[src/rtl/core/mplf_pkg.sv]
// ----------------------------------------------------------------------------
// mplf_pkg
// Shared types, constants and helpers for the multi-pattern line filter.
// ----------------------------------------------------------------------------
package mplf_pkg;

  localparam int REQ_W   = 3;
  localparam int BYTE_W  = 8;
  localparam int FIRST_W = 4;

  typedef enum logic [REQ_W-1:0] {
    REQ_PAT_BYTE = 3'd0,
    REQ_PAT_END  = 3'd1,
    REQ_TEXT     = 3'd2,
    REQ_LINE_END = 3'd3,
    REQ_CLEAR    = 3'd4
  } req_e;

  // Control from the sequencer to the match array
  typedef struct packed {
    logic              pat_write;
    logic              pat_commit;
    logic              pat_clear;
    logic              text_step;
    logic              line_clear;
    logic [BYTE_W-1:0] data;
  } mplf_ctrl_t;

  // Space, tab, LF, VT, FF, CR
  function automatic logic is_blank(input logic [BYTE_W-1:0] b);
    logic res;
    res = b inside {8'h20, [8'h09:8'h0D]};
    return res;
  endfunction

endpackage

[src/rtl/core/mplf_first_hit.sv]
// ----------------------------------------------------------------------------
// mplf_first_hit
// Priority encoder: lowest pattern index with a hit in the finished line.
// ----------------------------------------------------------------------------
module mplf_first_hit #(
  parameter int NUM_WORDS = 16
) (
  input  logic [NUM_WORDS-1:0]          hit_bits,
  output logic                          any_hit,
  output logic [mplf_pkg::FIRST_W-1:0]  first_idx
);
  import mplf_pkg::*;

  always_comb begin
    first_idx = '0;
    for (int w = NUM_WORDS - 1; w >= 0; w--) begin
      if (hit_bits[w]) begin
        first_idx = FIRST_W'(w);
      end
    end
  end

  assign any_hit = |hit_bits;

endmodule

[config.mk]
export PLATFORM = sky130hd
export DESIGN_NAME = mplf_first_hit
export DESIGN_NICKNAME = d
export VERILOG_FILES = /design/src/rtl/core/mplf_pkg.sv /design/src/rtl/core/mplf_first_hit.sv
export SDC_FILE = /design/constraint.sdc
export NUM_CORES = 1
export LEC_CHECK = 0
export BUFFER_PORTS_ARGS = -buffer_cell sky130_fd_sc_hd__buf_2
export CAP_MARGIN = 20
export CELL_PAD_IN_SITES_DETAIL_PLACEMENT = 0
export CELL_PAD_IN_SITES_GLOBAL_PLACEMENT = 1
export CORE_AREA = 2 2 39 41
export DETAILED_ROUTE_END_ITERATION = 12
export DIE_AREA = 0 0 41 43
export GPL_ROUTABILITY_DRIVEN = 0
export PLACE_DENSITY = 0.61
export SLEW_MARGIN = 20
export SYNTH_ARGS = -nofsm -noshare
export SYNTH_HDL_FRONTEND = slang
export SYNTH_SLANG_ARGS = --single-unit
[constraint.sdc]
create_clock -name vclk -period 1.1
set_input_delay 0.11 -clock vclk [all_inputs]
set_output_delay 0.11 -clock vclk [all_outputs]
set_load 0.01 [all_outputs]
==> results.md, run 1 <==
- Die width: 41 um
- VDD IR max: 0.00009905 V
- Synth Instances: 34
- Initial DRC count: 5
- DR pass1 iterations: 2
- # clk buffers: 0
- DR vias: 338
- HPWL after detailed placement: 618.6 um
- Count leader, synth: nor2_1
- Yosys cell types: 17
- Initial Util: 12.75%
- Final Worst Setup Slack: -0.05302 ns
- Routed len/inst: 8.975 um
- Post-route ant nets: 0
- GRT overflow: 0
- Vert. Die Dim: 43 um
- MaxCap Viol Count: 0
- GR peak layer: met2
- Layout cells sized above 1: 57.14%
- Initial antenna violation count: 0
- Post-synth top area cell: nor2_1
- Vias in the first global route: 318
- Slew @ Worst Pin: 0.2117 ns
- Setup WS pre-CTS: -0.1276 ns
- Crit path DAT: 1.04 ns
- First-pass GRT wire length: 1138 um
- Largest net degree at the start of global routing: 5
- PortBufs: 21
- Startpoint Class: input pin
- Crit path capture type: primary output
- Register area share after synthesis: 0%
- Setup_tns: -0.05302 ns
- Crit path kind: input pin to primary output
- Slew Limit Fails: 0
- Total GRT Usage: 8.591%
- GR Util met2: 15.00%
- Crit share post-route: 104.8%
- Grt met3 use: 1.047%
- Seq Cell Count: 0
- Power, Total: 0.1327 mW
- Max Freq: 867.3 MHz
- Synth Warn #: 0
- DR vias/cell: 4.278
- Die area: 1763 um^2
- Row cnt: 14
- GR Layer Usage met1: 11.39%
- RSZ-0062 raised after global routing: true
- WL final: 709 um
- Ranking of synthesized cells by area: nor2_1 15%, nand2_1 11%, a21oi_1 8.5%
- Core area: 1384 um^2
- Req. time, crit path: 0.99 ns
- Worst path bufs/invs: 2
- Inserted Diodes: 0
- Fin crit period: 1.153 ns
- DRC: 0
- Fin nets: 81
- Syn nets: 50
- Mean post-synth cell area: 5.189 um^2
- Post CTS Setup Buffer Count: 0
- Static leakage: 0.2044 nW
- Hold-fix buffers at CTS: 0
- Mapped Area: 176.4 um^2
- Io pins: 21
- Pwr/cell area: 312.9 nW/um^2
- Crit-path max cell delay: 0.31 ns
- CP delay by family, top: simple AND/OR/NAND/NOR gates
- Outcome: complete, but fails checks
- Yosys top cell area share: 14.89%
- Area growth syn-to-layout: 140.4%
- Post-synth top cells: 7 x nor2_1, 5 x nand2_1, 3 x a21oi_1, 3 x inv_1
- Worst Hold Class: input pin to primary output
- Final Hold Fails: 0
- Failing checks: negative setup slack
- Worst slew margin: 85.78%
- Slowest-stage cell, CP: or3_1
- Crit Path Max Fanout: 2
- Cell Chain, Critical Path: buf_6, nor4_4, nand3_1, or3_1, buf_2
- Post-layout util: 30.65%
- Reg area: 0 um^2
- Setup-failing EPs final: 1
==> path summary, 6_finish.rpt <==
check	start	to	slack [ns]	cells after the start
max	hit_bits[4]	any_hit	-0.05	5
min	hit_bits[0]	first_idx[0]	0.53	3
==> placed cells by master (no fill, tap or decap), drive strengths merged <==
cell    count
inv         3
and3        1
nand3       2
a21oi       3
nor3        1
o311a       1
nor2        8
o21ai       2
o31ai       1
nor4        2
nand2       5
a31oi       2
o22ai       1
or3         1
buf        29
nand2b      1
==> where the power goes <==
part / total (mW) / internal, mW / switching [mW] / leakage [nW]
Sequential: 0 / 0 / 0 / 0
Clock: 0 / 0 / 0 / 0
Combinational: 0.133 / 0.0698 / 0.0629 / 0.204
Total: 0.133 / 0.0698 / 0.0629 / 0.204
==> kinds of logic (layout without fill, tap and decap cells) <==
| family | count (synthesis) | count (layout) | share of synthesized area (%) |
|---|---|---|---|
| AO/OA/AOI/OAI | 10 | 10 | 34.75 |
| buffers and inverters | 3 | 32 | 6.383 |
| AND/OR/NAND/NOR | 21 | 21 | 58.88 |
==> area by class of cell <==
class	instances	area [um^2]
Tap cell	16	20.02
Inverter	3	11.26
Multi-Input combinational cell	31	202.7
Fill cell	157	959.7
Timing Repair Buffer	29	190.2
==> what timing repair did <==
action	4_1_cts	5_1_grt
gates resized for setup	5	8
pin swaps	2	5
endpoints found under the setup margin	3	4
==> stage by stage <==
stage | instances | area, um^2 | hold WS, ns
floorplan | 34 | 176.4 | 0.2999
finish | 79 | 424.2 | 0.5309
CTS | 79 | 394.1 | 0.5191
global placement | 79 | 361.6 | 0.5141
detailed placement | 79 | 361.6 | 0.5188
global route | 79 | 424.2 | 0.5484
==> routing by layer <==
metal / wire (um) / vias to the layer above / part of all wire [%]
li1: - / 183 / -
met2: 352 / 9 / 50
met4: 0 / 0 / 0
met3: 43 / 0 / 6.1
met5: 0 / - / 0
met1: 313 / 146 / 44
Note: power is estimated with default switching activity, not from simulation.
==> run 2, diff against run 1 <==
Settings changed: PLACE_DENSITY 0.61 to default, PLACE_DENSITY_LB_ADDON from default to 0.1.
==> run 2 against run 1 <==
- the run still ends with negative setup slack left
- hold slack worse by 0.021 ns
- global-route usage is 0.60 points higher
- combinational power is 19% higher
- fmax is 1.8% lower
- cell area is 17% higher
- routed wire length is 8.7% higher
- sequential share of layout area stayed put
- clock-buffer cell count stayed put
==> results.md, run 2 (synthesis gave the netlist of run 1 again) <==
- Outcome: complete, but fails checks
- Failing checks: negative setup slack
- Layout cells sized above 1: 60.87%
- Core area: 1384 um^2
- VDD IR max: 0.0001000 V
- Largest net degree at the start of global routing: 5
- Reg area: 0 um^2
- Worst Hold Class: input pin to primary output
- DR vias: 359
- Hold Crit Endpoint: first_idx[0]
- Vert. Die Dim: 43 um
- Startpoint Class: input pin
- Crit Path Max Fanout: 2
- Crit-path max cell delay: 0.35 ns
- Crit path DAT: 1.06 ns
- Max Freq: 851.3 MHz
- HPWL after detailed placement: 647.7 um
- Io pins: 21
- Placement Cell Area: 391.6 um^2
- Area growth syn-to-layout: 180.1%
- Final Worst Setup Slack: -0.07467 ns
- Static leakage: 0.2404 nW
- Fillcell total: 161
- Req. time, crit path: 0.99 ns
- WL final: 771 um
- Slew Limit Fails: 0
- Die area: 1763 um^2
- Inserted Diodes: 0
- Worst hold path stage count: 3
- DR vias/cell: 4.224
- Fin Hold WS: 0.5096 ns
- Slew @ Worst Pin: 0.2072 ns
- Min-delay src: hit_bits[0]
- Fin crit period: 1.175 ns
- Setup-failing EPs final: 3
- Total GRT Usage: 9.191%
- # clk buffers: 0
- MaxCap Viol Count: 0
- Most frequent cells in the layout: 17 x buf_2, 11 x buf_4, 6 x nor2_1
- Crit path kind: input pin to primary output
- Initial antenna violation count: 0
- Most used cell, CP: buf_2
- Routed len/inst: 9.071 um
- Commonest non-fill, non-tap cell in the layout: buf_2
- Cell Chain, Critical Path: buf_2, buf_6, nor2_2, nand2_1, or3_1, buf_2
- First-pass GRT wire length: 1221 um
- Slowest-stage cell, CP: or3_1
- Fin nets: 87
- DRC: 0
- Crit path capture type: primary output
- Crit share post-route: 106.8%
- Post-route ant nets: 0
- GRT overflow: 0
- Die width: 41 um
- Final Hold Fails: 0
- Row cnt: 14
- Initial Util: 12.75%
- Worst slew margin: 86.09%
- Final Instance Area: 494.2 um^2
- Seq Cell Count: 0
- Pwr/cell area: 320.1 nW/um^2
- Initial DRC count: 3
- DR pass1 iterations: 3
- PortBufs: 21
- Vias in the first global route: 331
- RSZ-0062 raised after global routing: true
## run 2: cell types whose count changed in the layout (fill, tap and decap cells not counted), sizes merged
cell	previous run	this run
buf	29	35
## run 2: area by class of cell
type / instances / area [um^2] / area share [%]
repair buffers: 35 / 254.0 / 51.39
multi-input cells: 31 / 209.0 / 42.28
well taps: 16 / 20.02 / 4.051
inverters: 3 / 11.26 / 2.278
## run 2: worst max path at each step
stage                 start       to  slack (ns)  cells after the start
3_5_place_dp    hit_bits[4]  any_hit       -0.12                      5
2_1_floorplan   hit_bits[4]  any_hit        0.15                      3
6_report       hit_bits[15]  any_hit       -0.07                      6
5_1_grt         hit_bits[4]  any_hit       -0.13                      5
4_1_cts         hit_bits[4]  any_hit       -0.06                      5
3_3_place_gp    hit_bits[4]  any_hit       -0.11                      5
## run 2: report_power, final
| group | internal, mW | total (mW) | switching [mW] |
|---|---|---|---|
| clock | 0 | 0 | 0 |
| sequential | 0 | 0 | 0 |
| combinational | 0.0895 | 0.158 | 0.0687 |
| total | 0.0895 | 0.158 | 0.0687 |
## run 2: routing by layer
layer	wire (um)	vias to the layer above	track usage, %
met5	0	-	0
met4	0	0	0
met1	328	156	13.29
met2	399	9	15.63
li1	-	194	-
met3	43	0	0
## run 2: metrics by stage
step | utilization, % | total power [mW] | cells | TNS (ns) | setup WS, ns
6_report | 35.71 | 0.1582 | 85 | -0.08457 | -0.07467
3_5_place_dp | 28.30 | 0.1196 | 83 | -0.2481 | -0.1208
5_1_grt | 35.71 | 0.1723 | 85 | -0.2602 | -0.1320
4_1_cts | 33.73 | 0.1489 | 84 | -0.1042 | -0.06389
3_3_place_gp | 28.30 | 0.1213 | 83 | -0.2654 | -0.1105
2_1_floorplan | - | 0.03466 | 34 | 0 | 0.1483
## run 2: what timing repair did
action | CTS | global route
endpoints found under the hold margin | 0 | 0
hold buffers | 0 | 0
pin swaps | 8 | 5
gates cloned | 0 | 0
buffers inserted | 1 | 1
setup endpoints to repair | 4 | 5
resized for setup | 14 | 4
## run 2: worst max-delay path, delay by kind of cell
kind,cells,cell delay [ns]
buf+inv,3,0.38
simple gates,3,0.57
